==> config.mk <==
export PLATFORM = sky130hd
export DESIGN_NAME = buddy_block_allocator
export DESIGN_NICKNAME = d
export VERILOG_FILES = /design/src/hdl/bba_pkg.sv /design/src/hdl/buddy_block_allocator.sv /design/src/hdl/bba_dpath.sv /design/src/hdl/bba_ctrl.sv
export SDC_FILE = /design/constraint.sdc
export NUM_CORES = 1
export LEC_CHECK = 0
export BUFFER_PORTS_ARGS = -buffer_cell sky130_fd_sc_hd__buf_2
export CAP_MARGIN = 20
export CORE_UTILIZATION = 45
export DETAILED_ROUTE_END_ITERATION = 8
export GPL_ROUTABILITY_DRIVEN = 0
export SYNTH_ARGS = -nofsm -noshare
export SYNTH_HDL_FRONTEND = slang
export SYNTH_HIERARCHICAL = 1
export SYNTH_SLANG_ARGS = --single-unit
==> constraint.sdc <==
create_clock -name aclk -period 21.8 [get_ports aclk]
set_clock_uncertainty 0.15 [all_clocks]
set_input_delay 1.09 -clock aclk [delete_from_list [all_inputs] [get_ports aclk]]
set_output_delay 1.09 -clock aclk [all_outputs]
set_load 0.02 [all_outputs]
==> src/hdl/bba_pkg.sv <==
// Shared constants, command/status types and tree index helpers for the buddy allocator.
package bba_pkg;

    localparam int LEVELS = 6;
    localparam int LVL_W  = 3;
    localparam int OFF_W  = LEVELS - 1;
    localparam int NODES  = (1 << LEVELS) - 1;
    localparam int NODE_W = $clog2(NODES);
    localparam int CNT_W  = $clog2((1 << (LEVELS - 1)) + 1);
    localparam int SLOT_W = (OFF_W > 0) ? OFF_W : 1;
    localparam int HALF_W = OFF_W + 1;

    typedef enum logic [1:0] {
        RES_GRANTED  = 2'd0,
        RES_NO_SPACE = 2'd1,
        RES_RETURNED = 2'd2
    } bba_res_t;

    typedef enum logic [3:0] {
        OP_NOP,
        OP_LOAD,
        OP_SEEK,
        OP_POP_RD,
        OP_POP_WR,
        OP_PUSH_L,
        OP_PUSH_R,
        OP_RM_RD,
        OP_RM_WR,
        OP_PUSH_SELF
    } bba_op_t;

    typedef struct packed {
        bba_op_t op;
    } bba_cmd_t;

    typedef struct packed {
        logic             tgt_bad;
        logic             found;
        logic             at_tgt;
        logic             cur_empty;
        logic             self_listed;
        logic             lvl_zero;
        logic             buddy_listed;
        logic [OFF_W-1:0] pop_off;
    } bba_stat_t;

    function automatic logic [NODE_W-1:0] level_base(input logic [LVL_W-1:0] l);
        return NODE_W'((32'd1 << l) - 32'd1);
    endfunction

    function automatic logic [NODE_W-1:0] node_id(input logic [LVL_W-1:0] l,
                                                  input logic [OFF_W-1:0] off);
        logic [OFF_W-1:0] idx;
        idx = off >> (OFF_W - int'(l));
        return NODE_W'(level_base(l) + NODE_W'(idx));
    endfunction

    function automatic logic [OFF_W-1:0] align(input logic [OFF_W-1:0] off,
                                               input logic [LVL_W-1:0] l);
        int sh;
        sh = OFF_W - int'(l);
        if (sh < 0) begin
            return off;
        end
        return (off >> sh) << sh;
    endfunction

    function automatic logic [HALF_W-1:0] half(input logic [LVL_W-1:0] l);
        int sh;
        sh = OFF_W - int'(l);
        if (sh < 0) begin
            return '0;
        end
        return HALF_W'(32'd1 << sh);
    endfunction

endpackage

==> src/hdl/buddy_block_allocator.sv <==
// Top level of the buddy block allocator: stream ports, controller and datapath.
//
//  channel | dir | tdata                        | tuser
//  s_      | in  | [2:0] level, [7:3] offset    | [0] kind (0 allocate, 1 return)
//  m_      | out | [4:0] granted_offset, zeros  | [1:0] status
//
// One request at a time; s_tready is high only while the sequencer is idle.
// An allocate seeks the deepest non-empty level at or above its target, then
// splits one level at a time through the per-level free lists until it can pop
// a block at the target; it is refused if the level is out of range or no such
// level is free. A return merges with its buddy level by level while it is listed.
// The free-list memories need no clearing pass: reset initialises only the level
// counts and the listed bits. A stalled result holds in the output register
// and the next request is taken once it has been loaded there.
module buddy_block_allocator (
    input  logic       aclk,
    input  logic       aresetn,
    input  logic       s_tvalid,
    output logic       s_tready,
    input  logic [7:0] s_tdata,   // [2:0] level, [7:3] block_offset
    input  logic       s_tuser,   // [0] kind
    output logic       m_tvalid,
    input  logic       m_tready,
    output logic [7:0] m_tdata,   // [4:0] granted_offset, [7:5] zero
    output logic [1:0] m_tuser    // [1:0] status
);

    bba_pkg::bba_cmd_t         cmd;
    bba_pkg::bba_stat_t        stat;
    bba_pkg::bba_res_t         out_status;
    logic [bba_pkg::OFF_W-1:0] out_offset;

    // sequence the split and merge walks
    bba_ctrl u_ctrl (
        .aclk       (aclk),
        .aresetn    (aresetn),
        .in_valid   (s_tvalid),
        .in_kind    (s_tuser),
        .in_ready   (s_tready),
        .out_valid  (m_tvalid),
        .out_ready  (m_tready),
        .out_status (out_status),
        .out_offset (out_offset),
        .cmd        (cmd),
        .stat       (stat)
    );

    // hold the free lists and the tree state
    bba_dpath u_dpath (
        .aclk      (aclk),
        .aresetn   (aresetn),
        .cmd       (cmd),
        .in_level  (s_tdata[2:0]),
        .in_offset (s_tdata[7:3]),
        .stat      (stat)
    );

    assign m_tdata = {3'b000, out_offset};
    assign m_tuser = out_status;

endmodule

==> src/hdl/bba_dpath.sv <==
// Datapath: free lists, node map, listed bits, level counts and the walk registers.
module bba_dpath (
    input  logic                      aclk,
    input  logic                      aresetn,
    input  bba_pkg::bba_cmd_t         cmd,
    input  logic [bba_pkg::LVL_W-1:0] in_level,
    input  logic [bba_pkg::OFF_W-1:0] in_offset,
    output bba_pkg::bba_stat_t        stat
);

    logic [bba_pkg::LVL_W-1:0]  lvl_reg, lvl_next;
    logic [bba_pkg::LVL_W-1:0]  tgt_reg, tgt_next;
    logic [bba_pkg::OFF_W-1:0]  off_reg, off_next;
    logic [bba_pkg::OFF_W-1:0]  p_reg, p_next;
    logic [bba_pkg::CNT_W-1:0]  cnt_reg [bba_pkg::LEVELS];
    logic [bba_pkg::CNT_W-1:0]  cnt_next [bba_pkg::LEVELS];
    logic [bba_pkg::NODES-1:0]  listed_reg, listed_next;

    logic [bba_pkg::OFF_W-1:0]  fs_mem  [bba_pkg::NODES];
    logic [bba_pkg::SLOT_W-1:0] son_mem [bba_pkg::NODES];
    logic [bba_pkg::OFF_W-1:0]  fs_q;
    logic [bba_pkg::SLOT_W-1:0] son_q;

    logic [bba_pkg::CNT_W-1:0]  cur_cnt, tgt_cnt, push_cnt;
    logic [bba_pkg::NODE_W-1:0] cur_base, last_idx, self_id, buddy_id;
    logic [bba_pkg::LVL_W-1:0]  push_lvl, seek_lvl;
    logic [bba_pkg::OFF_W-1:0]  push_off, pop_off, last_off;
    logic [bba_pkg::NODE_W-1:0] push_id, pop_id, last_id;
    logic                       push_ok, found;
    logic [bba_pkg::CNT_W-1:0]  last_cnt;
    logic [bba_pkg::CNT_W-1:0]  slot;

    function automatic logic is_listed(input logic [bba_pkg::NODES-1:0] v,
                                       input logic [bba_pkg::NODE_W-1:0] id);
        return (int'(id) < bba_pkg::NODES) ? v[id] : 1'b0;
    endfunction

    always_comb begin
        cur_cnt  = '0;
        tgt_cnt  = '0;
        push_cnt = '0;
        seek_lvl = '0;
        found    = 1'b0;
        push_lvl = lvl_reg;
        push_off = off_reg;
        case (cmd.op)
            bba_pkg::OP_PUSH_L: begin
                push_lvl = bba_pkg::LVL_W'(lvl_reg + 1'b1);
                push_off = p_reg;
            end
            bba_pkg::OP_PUSH_R: begin
                push_lvl = bba_pkg::LVL_W'(lvl_reg + 1'b1);
                push_off = bba_pkg::OFF_W'(p_reg + bba_pkg::half(push_lvl));
            end
            default: begin
                push_lvl = lvl_reg;
                push_off = off_reg;
            end
        endcase
        for (int i = 0; i < bba_pkg::LEVELS; i++) begin
            if (int'(lvl_reg) == i) begin
                cur_cnt = cnt_reg[i];
            end
            if (int'(tgt_reg) == i) begin
                tgt_cnt = cnt_reg[i];
            end
            if (int'(push_lvl) == i) begin
                push_cnt = cnt_reg[i];
            end
            // deepest non-empty level at or above the target wins
            if (i <= int'(tgt_reg) && cnt_reg[i] != '0) begin
                seek_lvl = bba_pkg::LVL_W'(i);
                found    = 1'b1;
            end
        end
    end

    assign cur_base = bba_pkg::level_base(lvl_reg);
    assign last_cnt = bba_pkg::CNT_W'(cur_cnt - 1'b1);
    assign last_idx = bba_pkg::NODE_W'(cur_base + bba_pkg::NODE_W'(last_cnt));
    assign self_id  = bba_pkg::node_id(lvl_reg, off_reg);
    assign buddy_id = bba_pkg::node_id(lvl_reg,
                          off_reg ^ bba_pkg::OFF_W'(bba_pkg::half(lvl_reg)));

    assign push_id  = bba_pkg::node_id(push_lvl, push_off);
    assign push_ok  = !is_listed(listed_reg, push_id)
                      && (int'(push_cnt) < (1 << int'(push_lvl)));

    assign pop_off  = bba_pkg::align(fs_q, lvl_reg);
    assign pop_id   = bba_pkg::node_id(lvl_reg, pop_off);
    assign last_off = pop_off;
    assign last_id  = pop_id;
    assign slot     = (bba_pkg::CNT_W'(son_q) < last_cnt) ? bba_pkg::CNT_W'(son_q) : last_cnt;

    always_comb begin
        lvl_next    = lvl_reg;
        tgt_next    = tgt_reg;
        off_next    = off_reg;
        p_next      = p_reg;
        cnt_next    = cnt_reg;
        listed_next = listed_reg;
        case (cmd.op)
            bba_pkg::OP_LOAD: begin
                lvl_next = in_level;
                tgt_next = in_level;
                off_next = bba_pkg::align(in_offset, in_level);
            end
            bba_pkg::OP_SEEK: begin
                lvl_next = seek_lvl;
            end
            bba_pkg::OP_POP_WR: begin
                p_next              = pop_off;
                listed_next[pop_id] = 1'b0;
                for (int i = 0; i < bba_pkg::LEVELS; i++) begin
                    if (int'(lvl_reg) == i) begin
                        cnt_next[i] = last_cnt;
                    end
                end
            end
            bba_pkg::OP_PUSH_L, bba_pkg::OP_PUSH_R, bba_pkg::OP_PUSH_SELF: begin
                if (push_ok) begin
                    listed_next[push_id] = 1'b1;
                    for (int i = 0; i < bba_pkg::LEVELS; i++) begin
                        if (int'(push_lvl) == i) begin
                            cnt_next[i] = bba_pkg::CNT_W'(push_cnt + 1'b1);
                        end
                    end
                end
                if (cmd.op == bba_pkg::OP_PUSH_R) begin
                    lvl_next = push_lvl;
                end
            end
            bba_pkg::OP_RM_WR: begin
                listed_next[buddy_id] = 1'b0;
                for (int i = 0; i < bba_pkg::LEVELS; i++) begin
                    if (int'(lvl_reg) == i) begin
                        cnt_next[i] = last_cnt;
                    end
                end
                // climb to the parent and realign
                lvl_next = bba_pkg::LVL_W'(lvl_reg - 1'b1);
                off_next = bba_pkg::align(off_reg, lvl_next);
            end
            default: begin
                lvl_next = lvl_reg;
            end
        endcase
    end

    always_ff @(posedge aclk) begin
        if (!aresetn) begin
            listed_reg <= bba_pkg::NODES'(1);
            for (int i = 0; i < bba_pkg::LEVELS; i++) begin
                cnt_reg[i] <= (i == 0) ? bba_pkg::CNT_W'(1) : '0;
            end
        end else begin
            listed_reg <= listed_next;
            cnt_reg    <= cnt_next;
        end
    end

    always_ff @(posedge aclk) begin
        lvl_reg <= lvl_next;
        tgt_reg <= tgt_next;
        off_reg <= off_next;
        p_reg   <= p_next;
    end

    // free-list and node-map memories: one write, one registered read each
    always_ff @(posedge aclk) begin
        if ((cmd.op == bba_pkg::OP_PUSH_L || cmd.op == bba_pkg::OP_PUSH_R
             || cmd.op == bba_pkg::OP_PUSH_SELF) && push_ok) begin
            fs_mem[bba_pkg::NODE_W'(bba_pkg::level_base(push_lvl)
                   + bba_pkg::NODE_W'(push_cnt))] <= push_off;
            son_mem[push_id] <= bba_pkg::SLOT_W'(push_cnt);
        end else if (cmd.op == bba_pkg::OP_RM_WR) begin
            fs_mem[bba_pkg::NODE_W'(cur_base + bba_pkg::NODE_W'(slot))] <= last_off;
            son_mem[last_id] <= bba_pkg::SLOT_W'(slot);
        end
        if (cmd.op == bba_pkg::OP_POP_RD || cmd.op == bba_pkg::OP_RM_RD) begin
            fs_q <= fs_mem[last_idx];
        end
        if (cmd.op == bba_pkg::OP_RM_RD) begin
            son_q <= son_mem[buddy_id];
        end
    end

    assign stat.tgt_bad      = int'(tgt_reg) >= bba_pkg::LEVELS;
    assign stat.found        = found;
    assign stat.at_tgt       = lvl_reg == tgt_reg;
    assign stat.cur_empty    = (cur_cnt == '0) || (tgt_cnt == '0 && lvl_reg == tgt_reg);
    assign stat.self_listed  = is_listed(listed_reg, self_id);
    assign stat.lvl_zero     = lvl_reg == '0;
    assign stat.buddy_listed = is_listed(listed_reg, buddy_id);
    assign stat.pop_off      = p_reg;

endmodule

==> src/hdl/bba_ctrl.sv <==
// Controller: sequences allocate splits and return merges, and holds the result register.
module bba_ctrl (
    input  logic                      aclk,
    input  logic                      aresetn,
    input  logic                      in_valid,
    input  logic                      in_kind,
    output logic                      in_ready,
    output logic                      out_valid,
    input  logic                      out_ready,
    output bba_pkg::bba_res_t         out_status,
    output logic [bba_pkg::OFF_W-1:0] out_offset,
    output bba_pkg::bba_cmd_t         cmd,
    input  bba_pkg::bba_stat_t        stat
);

    typedef enum logic [12:0] {
        ST_IDLE   = 13'b0000000000001,
        ST_A_SEEK = 13'b0000000000010,
        ST_A_LOOP = 13'b0000000000100,
        ST_A_PRD  = 13'b0000000001000,
        ST_A_PWR  = 13'b0000000010000,
        ST_A_PSHL = 13'b0000000100000,
        ST_A_PSHR = 13'b0000001000000,
        ST_A_FRD  = 13'b0000010000000,
        ST_A_FWR  = 13'b0000100000000,
        ST_R_LOOP = 13'b0001000000000,
        ST_R_RD   = 13'b0010000000000,
        ST_R_WR   = 13'b0100000000000,
        ST_FINISH = 13'b1000000000000
    } state_t;

    state_t                    state_reg, state_next;
    bba_pkg::bba_res_t         res_reg, res_next;
    logic                      m_valid_reg, m_valid_next;
    bba_pkg::bba_res_t         m_status_reg, m_status_next;
    logic [bba_pkg::OFF_W-1:0] m_offset_reg, m_offset_next;

    assign in_ready = state_reg == ST_IDLE;

    always_comb begin
        state_next    = state_reg;
        res_next      = res_reg;
        m_valid_next  = m_valid_reg && !out_ready;
        m_status_next = m_status_reg;
        m_offset_next = m_offset_reg;
        cmd.op        = bba_pkg::OP_NOP;
        case (state_reg)
            ST_IDLE: begin
                if (in_valid) begin
                    cmd.op     = bba_pkg::OP_LOAD;
                    state_next = in_kind ? ST_R_LOOP : ST_A_SEEK;
                end
            end
            ST_A_SEEK: begin
                if (stat.tgt_bad || !stat.found) begin
                    res_next   = bba_pkg::RES_NO_SPACE;
                    state_next = ST_FINISH;
                end else begin
                    cmd.op     = bba_pkg::OP_SEEK;
                    state_next = ST_A_LOOP;
                end
            end
            ST_A_LOOP: begin
                if (!stat.at_tgt) begin
                    state_next = ST_A_PRD;
                end else if (stat.cur_empty) begin
                    res_next   = bba_pkg::RES_NO_SPACE;
                    state_next = ST_FINISH;
                end else begin
                    state_next = ST_A_FRD;
                end
            end
            ST_A_PRD: begin
                cmd.op     = bba_pkg::OP_POP_RD;
                state_next = ST_A_PWR;
            end
            ST_A_PWR: begin
                cmd.op     = bba_pkg::OP_POP_WR;
                state_next = ST_A_PSHL;
            end
            ST_A_PSHL: begin
                cmd.op     = bba_pkg::OP_PUSH_L;
                state_next = ST_A_PSHR;
            end
            ST_A_PSHR: begin
                cmd.op     = bba_pkg::OP_PUSH_R;
                state_next = ST_A_LOOP;
            end
            ST_A_FRD: begin
                cmd.op     = bba_pkg::OP_POP_RD;
                state_next = ST_A_FWR;
            end
            ST_A_FWR: begin
                cmd.op     = bba_pkg::OP_POP_WR;
                res_next   = bba_pkg::RES_GRANTED;
                state_next = ST_FINISH;
            end
            ST_R_LOOP: begin
                res_next = bba_pkg::RES_RETURNED;
                if (stat.tgt_bad || stat.self_listed) begin
                    state_next = ST_FINISH;
                end else if (!stat.lvl_zero && stat.buddy_listed) begin
                    state_next = ST_R_RD;
                end else begin
                    cmd.op     = bba_pkg::OP_PUSH_SELF;
                    state_next = ST_FINISH;
                end
            end
            ST_R_RD: begin
                cmd.op     = bba_pkg::OP_RM_RD;
                state_next = ST_R_WR;
            end
            ST_R_WR: begin
                cmd.op     = bba_pkg::OP_RM_WR;
                state_next = ST_R_LOOP;
            end
            ST_FINISH: begin
                // hold until the result register is free
                if (!m_valid_reg || out_ready) begin
                    m_valid_next  = 1'b1;
                    m_status_next = res_reg;
                    m_offset_next = (res_reg == bba_pkg::RES_GRANTED) ? stat.pop_off : '0;
                    state_next    = ST_IDLE;
                end
            end
            default: begin
                state_next = ST_IDLE;
            end
        endcase
    end

    always_ff @(posedge aclk) begin
        if (!aresetn) begin
            state_reg   <= ST_IDLE;
            m_valid_reg <= 1'b0;
        end else begin
            state_reg   <= state_next;
            m_valid_reg <= m_valid_next;
        end
    end

    always_ff @(posedge aclk) begin
        res_reg      <= res_next;
        m_status_reg <= m_status_next;
        m_offset_reg <= m_offset_next;
    end

    assign out_valid  = m_valid_reg;
    assign out_status = m_status_reg;
    assign out_offset = m_offset_reg;

endmodule

Word level (Yosys, flattened, before mapping):

Memory sizes are Yosys's and may differ from the RTL's. A register that Yosys moved wholly into a read port is not among the register bits.
Cells that the tools add are included.

* RAM bits: 630
* word-level logic and storage cells: 314
* bits of input ports: 13
* bits in registers: 138
* memories kept: 2
* bits in read-only memories: 0
* output and inout bits: 12
* bits in latches: 0

* mux-type cells: 114
* bitwise operators: 6
* eq/ne operators: 58
* shift-type cells: 15
* magnitude comparators: 22
* $mul: 0
* add/subtract/negate cells: 19
* div/mod/pow operators: 0
* reductions and logical operators: 62

Memories
* u_dpath.fs_mem: depth 63, width 5, read ports 1, clocked after memory_dff 1, wr ports 1, line bba_dpath.sv:19 `logic [bba_pkg::OFF_W-1:0] fs_mem [bba_pkg::NODES];`
* u_dpath.son_mem: depth 63, width 5, read ports 1, clocked after memory_dff 1, wr ports 1, line bba_dpath.sv:20 `logic [bba_pkg::SLOT_W-1:0] son_mem [bba_pkg::NODES];`

Operators with widths (number)
* $shr A5 B32 Y5: 7
* $mux W6: 33
* $pmux W63 S3: 1
* $pmux W13 S13: 1
* $lt A32 B1 Y1 const B: 4
* $and A63 B63 Y63: 2
* $not A63 Y63: 2
* $shl A5 B32 Y5: 3
* $mux W13: 7
* $pmux W36 S2: 1
* $shl A1 B32 Y5 const A: 2
* $mux W63: 1
* $or A63 B63 Y63: 1
* $mux W5: 12
* $eq A3 B3 Y1 const B: 12
* $mux W36: 1
* $pmux W4 S9: 1
* $reduce_bool A6 Y1: 6
* $ne A2 B1 Y1 const B: 17
* $mux W1: 33
* $lt A7 B32 Y1: 1
* $shl A1 B3 Y32 const A: 1
* $lt A6 B7 Y1 const B: 4
* $reduce_and A4 Y1: 7
* other kinds (60): 136

Longest topological paths before layout:

Gate-level depths: netlist of run 1.

* depth in word-level cells: 32
* depth in mapped cells: 47
* depth with buffers taken out: 41

Hierarchy:

Netlist of run 1, hierarchy kept.

Modules (own cells, without submodules)
* bba_dpath: seq. area each 21680.8 um^2, instances 1, area each 36866.6 um^2, cells each 2890
* bba_ctrl: seq. area each 550.5 um^2, instances 1, area each 1273.7 um^2, cells each 139
* buddy_block_allocator: seq. area each 0.0 um^2, instances 1, area each 26.3 um^2, cells each 4

Worst setup path after synthesis of run 1:

OpenSTA, ideal clock, no wires.

* path type: reg-to-reg
* start: register u_dpath/lvl_reg[1] (netlist name)
* end: memory u_dpath/fs_mem[34][0] (netlist name) (enable)
* path buffers: 6
* stages on the path, launching flop included: 41
* path slack: 11.306 ns
* clock period less this slack: 10.494 ns
* data arrival time: 10.004 ns
* library setup time: 0.340 ns
* data required time: 21.310 ns
* path through: edfxtp_1 -> clkbuf_1 -> clkinv_1 -> ha_1 -> clkbuf_1 -> buf_1 -> nor2b_1 -> xnor2_1 -> nor4_1 -> a21oi_1 -> nor2_1 -> ha_1 -> inv_1 -> fa_1 -> xnor2_1 -> clkbuf_1 -> clkbuf_1 -> mux4_2 -> (+5 left out) -> nand4_1 -> xnor2_1 -> nor2_4 -> o21ai_0 -> ha_1 -> mux2_2 -> nor2_1 -> ha_1 -> fa_1 -> xor2_2 -> buf_6 -> mux4_2 -> o221a_2 -> o32ai_1 -> o21ai_0 -> a211oi_4 -> o21ai_2 -> nor2_1

RTL lines
* start, declared: line bba_dpath.sv:11 `logic [bba_pkg::LVL_W-1:0] lvl_reg, lvl_next;`
* start signal, assigned: line bba_dpath.sv:163 `lvl_reg <= lvl_next;`
* end, declared: line bba_dpath.sv:19

==> run_results.csv, run 1 <==
group,metric,value,unit
finish,areaGrowthSynthToFinish,10.9,%
sta,hold_slack,0.334,ns
cts,cts_buffer_depth,3,
grt,antenna_found_initial,0,
worst_hold_path,hold_path.class,"reg2reg",
cts,clkLatencyLatePin,0.66,ns
finish,final_nets,3097,
worst_setup_path,cp-end-kind,"register",
outcome,status,"finished, final reports clean",
sta,tightest_slew,1.15,ns
drt,num_vias,26900,
worst_setup_path,path_class,"reg2reg",
floorplan,core,83800,sq um
cts,cts_tree,"done",
worst_setup_path,rr_worst_depth,34,
logic_synthesis,async_flop_share,0,
finish,antennaDiodeCount,0,
drt,wirelength,111000,microns
logic_synthesis,synth_area,38200,sq um
worst_hold_path,worst_hold_path.endpoint,"u_ctrl/out_status[0]",
cts,cts.reportedPaths.clkPinSlew,0.06,ns
grt,grt-ovfl-total,0,
drt,drc,0,
placed_design,numPortBuffers,21,
grt,grt_use_total,0.259,
sta,period_minus_slack,14.62,ns
floorplan,die-area,86000,sq um
sta,grt_setup_unrepaired,"no",
cts,post_cts_resized,0,
sta,max_freq,0.0684,GHz
worst_setup_path,cp.required,21.93,ns
pwr,p_leak,14.4,nW
cts,root_buffer,"clkbuf_16",
cts,htreeDepth,3,
run,cap_violations,0,
worst_setup_path,rrSetupSlack,7.18,ns
logic_synthesis,synth_cell_type_count,97,
worst_setup_path,r2r-start,"u_dpath/lvl_reg[0]",
pwr,power_density,154,nW/um^2
cts,clock-sinks,778,
sta,maxSlewHeadroom,0.226,
drt,drt_iter0_drc,3262,
cts,postCtsHoldBufs,0,
worst_setup_path,cpMostUsedCell,"ha_1",
worst_setup_path,r2r_end,"u_dpath/fs_mem[11][0]",
worst_hold_path,hold_start,"u_ctrl/res_reg[0]",
finish,layout-drive-gt1-share,0.137,
finish,fillCellCount,7172,
worst_setup_path,worstPathMaxFanout,60,
logic_synthesis,synth_cells,3033,
floorplan,initial_utilization,0.455,
drt,viasPerCell,6.39,
sta,slew_viol_final,0,
finish,final_common_cell,"edfxtp_1",
sta,hold_violations,0,
placed_design,hpwl,71700,microns
logic_synthesis,synth_edf_count,665,
logic_synthesis,syn_area_per_cell,12.6,sq um
worst_setup_path,start_kind,"register",
pwr,power.total,6.51,mW
floorplan,num_rows,106,
floorplan,die_h,293,microns
pwr,vdd_drop_max,236,uV
finish,mostFrequentLayoutCells,"665 x edfxtp_1, 333 x nand2_1, 252 x nor2_1",
drt,ant_nets,0,
grt,grt_max_degree,142,
logic_synthesis,synthFlopType,"edfxtp_1",
logic_synthesis,ys_warn_count,6,
logic_synthesis,seq_area_frac_synth,0.582,
worst_hold_path,worstHoldPathCells,0,
sta,final-setup-viol-count,0,
cts,cts_setup_buffers,0,
cts,numCtsBuffers,83,
worst_setup_path,crit_arrival,14.75,ns
sta,min_period_over_period,0.670,
worst_setup_path,cp_slowest_cell,"xor2_2",
sta,fin_setup_tns,0,ns
worst_setup_path,critPathMaxStageDelay,0.85,ns
floorplan,io_pins,25,
drt,drt_pre_antenna_iters,6,
logic_synthesis,ys_ff_latch,778,
grt,grt_pass1_vias,26400,
floorplan,fp.dieW,293,microns
grt,grt_pass1_wl,168000,microns
drt,route.detailed.wl_per_inst,26.5,microns
## cells by family (layout without fill, tap and decap cells)
logic type,count (synthesis),after routing,synth area share
simple gates,921,921,0.112
other cells,1,3,0.0000983
xor+xnor,61,61,0.0144
buf+inv,241,285,0.0254
mux,298,298,0.126
flops,778,778,0.582
compound gates,659,659,0.114
fa+ha+maj,74,74,0.0258
## Yosys cell counts (11+ instances only)
library cell,count,area share
a211oi_1,20,0.0039
a21o_1,18,0.0035
a21oi_1,145,0.019
a221oi_1,17,0.0039
a22oi_1,15,0.0030
a31oi_1,24,0.0039
and2_1,22,0.0036
and3_1,17,0.0028
buf_1,34,0.0033
clkbuf_1,120,0.012
dfxtp_1,113,0.059
edfxtp_1,665,0.52
ha_1,66,0.022
inv_1,64,0.0063
mux2_2,25,0.0074
mux2i_1,130,0.034
mux4_2,143,0.084
nand2_1,333,0.033
nand2b_1,14,0.0023
nand3_1,74,0.0097
nand3b_1,18,0.0035
nand4_1,11,0.0018
nor2_1,252,0.025
nor2b_1,37,0.0061
nor3_1,45,0.0059
nor3b_1,23,0.0045
nor4_1,14,0.0023
o211ai_1,11,0.0022
o21ai_0,108,0.014
o22ai_1,156,0.026
o311ai_0,14,0.0032
or3_1,25,0.0041
xnor2_1,30,0.0069
xor2_1,29,0.0067
## cell type report
type	count	area, sq um	area share
inverters	67	251	0.00594
clock inverters	58	618	0.0146
clock buffers	96	2190	0.0517
repair buffers	64	483	0.0114
multi-input cells	2016	15100	0.358
well taps	1134	1420	0.0335
flip-flops and latches	778	22200	0.525
## report_power, final
part	total, mW	switching, mW	internal (mW)	leakage (nW)
Clock	1.42	0.606	0.815	1.35
Combinational	3.39	2.16	1.23	5.60
Sequential	1.70	0.0125	1.69	7.46
Total	6.51	2.78	3.74	14.4
## how the worst max path moves through the flow
stage	from	end	cells past startpoint
after global routing	u_dpath/lvl_reg[0]	u_dpath/fs_mem[10][2]	34
after CTS	u_dpath/lvl_reg[0]	u_dpath/fs_mem[11][4]	32
final	u_dpath/lvl_reg[0]	u_dpath/fs_mem[11][0]	34
after detailed placement	u_dpath/lvl_reg[0]	u_dpath/fs_mem[10][0]	32
after floorplan	u_dpath/lvl_reg[1]	u_dpath/fs_mem[34][0]	40
after global placement	u_dpath/lvl_reg[0]	u_dpath/fs_mem[27][0]	33
## critical path, delay by kind of cell, from the launching register on
family	cells	cell delay, ns
buffers and inverters	6	2.34
flip-flops	1	0.36
AND/OR/NAND/NOR	10	3.53
adder cells (fa/ha/maj)	5	2.51
AO/OA/AOI/OAI	8	2.95
multiplexers	1	0.42
XOR/XNOR	4	1.90
## stage by stage
stage	setup WS [ns]	area [sq um]	instances	util
floorplan	11.31	38200	3035	-
global placement	7.97	39500	4056	0.471
detailed placement	7.23	39500	4056	0.471
CTS	7.11	42300	4210	0.504
global route	6.47	42300	4213	0.505
finish	7.18	42300	4213	0.505
## routing by layer
metal / GRT usage / wire, microns
met3: 0.0505 / 10400
met1: 0.361 / 45700
met5: 0 / 0
met2: 0.406 / 51600
met4: 0.0877 / 3820
Power figures use the tool's default switching activity.
==> inputs of run 2 (changes only) <==
ABC_AREA = 1   (was default)
clock period = 12.82 ns   (was 21.8 ns; I/O delays follow)
==> run 2 against run 1 <==
  * Non-clock buffer count is 17 higher
  * First-iteration DRC count is 17% higher
  * Die area rose by 2.7%
  * Core utilization increased by 0.12 points
  * Highest routed layer is now met5
  * Fmax increased by 22%
  * Worst setup slack got worse by 6.3 ns
  * Register-to-register slack got worse by 6.3 ns
  * Critical path depth increased by 11
  * Global-route usage increased by 1.0 points
  * Critical path type unchanged
  * Largest cell class unchanged
  * Sequential share of layout area shrank 1.3 points
  * Synthesized area up 2.7%
==> run_results.csv, run 2 <==
group,metric,value,unit
outcome,status,"finished, final reports clean",
floorplan,initial_utilization,0.458,
drt,drc,0,
sta,hold_slack,0.0940,ns
drt,drt_iter0_drc,3823,
logic_synthesis,synth_cells,4192,
logic_synthesis,synth_edf_count,665,
logic_synthesis,synth_top_area_frac,0.509,
finish,layout-drive-gt1-share,0.0869,
worst_setup_path,path_class,"reg2reg",
worst_setup_path,worstPathMaxFanout,15,
logic_synthesis,synth_compound_area_frac,0.150,
sta,maxSlewHeadroom,0.157,
sta,grt_setup_unrepaired,"yes",
logic_synthesis,syn_area_per_cell,9.35,sq um
drt,route.detailed.wl_per_inst,22.5,microns
logic_synthesis,synth_common_cells,"868 x nand2_1, 665 x edfxtp_1, 470 x nor2_1",
floorplan,die-area,88300,sq um
grt,grt_pass1_wl,183000,microns
worst_setup_path,cp-end-kind,"register",
finish,areaGrowthSynthToFinish,10.6,%
finish,mostFrequentLayoutCells,"860 x nand2_1, 665 x edfxtp_1, 464 x nor2_1",
sta,final-setup-viol-count,0,
placed_design,hpwl,78400,microns
sta,min_period_over_period,0.932,
sta,period_minus_slack,11.95,ns
cts,cts_buffer_depth,3,
logic_synthesis,synth_top_area_cell,"edfxtp_1",
finish,final_common_cell,"nand2_1",
cts,clock-sinks,778,
floorplan,core,85700,sq um
cts,root_buffer,"clkbuf_16",
grt,antenna_found_initial,1,
grt,grt_max_degree,122,
worst_setup_path,cp_slowest_cell,"xnor2_1",
drt,wirelength,121000,microns
cts,cts_tree,"done",
drt,drt_pre_antenna_iters,7,
logic_synthesis,async_flop_share,0,
logic_synthesis,synth_area,39200,sq um
logic_synthesis,synth.area.top_cells,"edfxtp_1 51%, nand2_1 8.3%, o21ai_0 5.9%, dfxtp_1 5.8%, nor2_1 4.5%",
worst_setup_path,start_kind,"register",
floorplan,io_pins,25,
logic_synthesis,synth_cell_type_count,70,
run,cap_violations,0,
drt,ant_nets,0,
drt,num_vias,31900,
floorplan,num_rows,107,
sta,slew_viol_final,0,
logic_synthesis,seq_area_frac_synth,0.567,
drt,viasPerCell,5.92,
logic_synthesis,ys_ff_latch,778,
grt,grt_pass1_vias,29600,
logic_synthesis,ys_warn_count,6,
finish,final_nets,4262,
grt,grt-ovfl-total,0,
logic_synthesis,synthFlopType,"edfxtp_1",
logic_synthesis,synth_mux_area_frac,0.00747,
logic_synthesis,synthAdderAreaFrac,0.0251,
worst_setup_path,cpMostUsedCell,"nand2_1",
cts,numCtsBuffers,84,
floorplan,fp.dieW,297,microns
worst_setup_path,crit_arrival,12.10,ns
sta,hold_violations,0,
logic_synthesis,synth_xor_area_frac,0.0102,
logic_synthesis,synth.most_common_cell,"nand2_1",
worst_setup_path,cp.required,12.97,ns
placed_design,place_area,40500,sq um
finish,finalInstanceArea,43400,sq um
cts,clkLatencyLatePin,0.67,ns
sta,max_freq,0.0837,GHz
cts,htreeDepth,3,
sta,tightest_slew,1.26,ns
grt,grt_use_total,0.269,
floorplan,die_h,297,microns
cts,cts.reportedPaths.clkPinSlew,0.06,ns
placed_design,numPortBuffers,21,
worst_hold_path,hold_path.class,"in2reg",
logic_synthesis,synth_simple_gate_area_frac,0.185,
worst_setup_path,critPathMaxStageDelay,0.85,ns
logic_synthesis,synth_top_family_by_area,"simple AND/OR/NAND/NOR gates",
==> run 2: routing by layer <==
metal,vias to the layer above,part of all wire,GRT usage
met5,-,0.00015,0
met4,2,0.036,0.101
met3,293,0.088,0.0507
met2,1655,0.45,0.412
met1,15300,0.43,0.377
li1,14700,-,-
==> run 2: per-stage QoR <==
step           TNS, ns  worst slack, ns  cells   util
2_1_floorplan        0             3.70   4194      -
3_3_place_gp         0             1.29   5225  0.472
3_5_place_dp         0            0.919   5227  0.472
4_1_cts              0            0.926   5383  0.505
5_1_grt         -0.682          -0.0387   5388  0.506
6_report             0            0.872   5389  0.506
==> run 2: final cells by class <==
class / instances / area [sq um]
Clock inverter: 54 / 596
Tap cell: 1144 / 1430
Fill cell: 7944 / 42300
Antenna cell: 1 / 2.50
Timing Repair Buffer: 81 / 567
Sequential cell: 778 / 22200
Clock buffer: 101 / 2230
Inverter: 351 / 1330
Multi-Input combinational cell: 2879 / 15000
==> run 2: path summary, 6_finish.rpt <==
path / startpoint / endpoint / slack, ns / cells past startpoint
worst max register to register: u_dpath/lvl_reg[1] / u_dpath/fs_mem[2][0] / 0.87 / 45
worst min-delay path: s_tdata[2] / u_dpath/tgt_reg[2] / 0.09 / 1
worst max-delay path: u_dpath/lvl_reg[1] / u_dpath/fs_mem[2][0] / 0.87 / 45
worst min register to register: u_ctrl/res_reg[1] / u_ctrl/out_status[1] / 0.30 / 0
==> run 2: logic make-up after synthesis <==
| group | count (synthesis) |
|---|---|
| AND/OR/NAND/NOR | 1705 |
| AO/OA/AOI/OAI | 1029 |
| flip-flops | 778 |
| buffers and inverters | 537 |
| adder cells (fa/ha/maj) | 74 |
| XOR/XNOR | 42 |
| multiplexers | 26 |
| other | 1 |
==> run 2: worst max-delay path, delay by kind of cell (launching register included) <==
family          cells  cell delay, ns
simple gates       20            4.24
xor+xnor            3            1.68
fa+ha+maj           5            1.67
compound gates     10            1.67
buf+inv             7            1.61
flops               1            0.53
==> run 2: timing repair <==
item | 4_1_cts | 5_1_grt
setup buffers | 0 | 3
hold buffers | 1 | 0
resized for setup | 0 | 9
hold endpoints to repair | 1 | 0
setup endpoints to repair | 0 | 561
Power of run 2 is not shown: default switching activity piles up to over one toggle a cycle in this logic, so the estimate is an artifact.
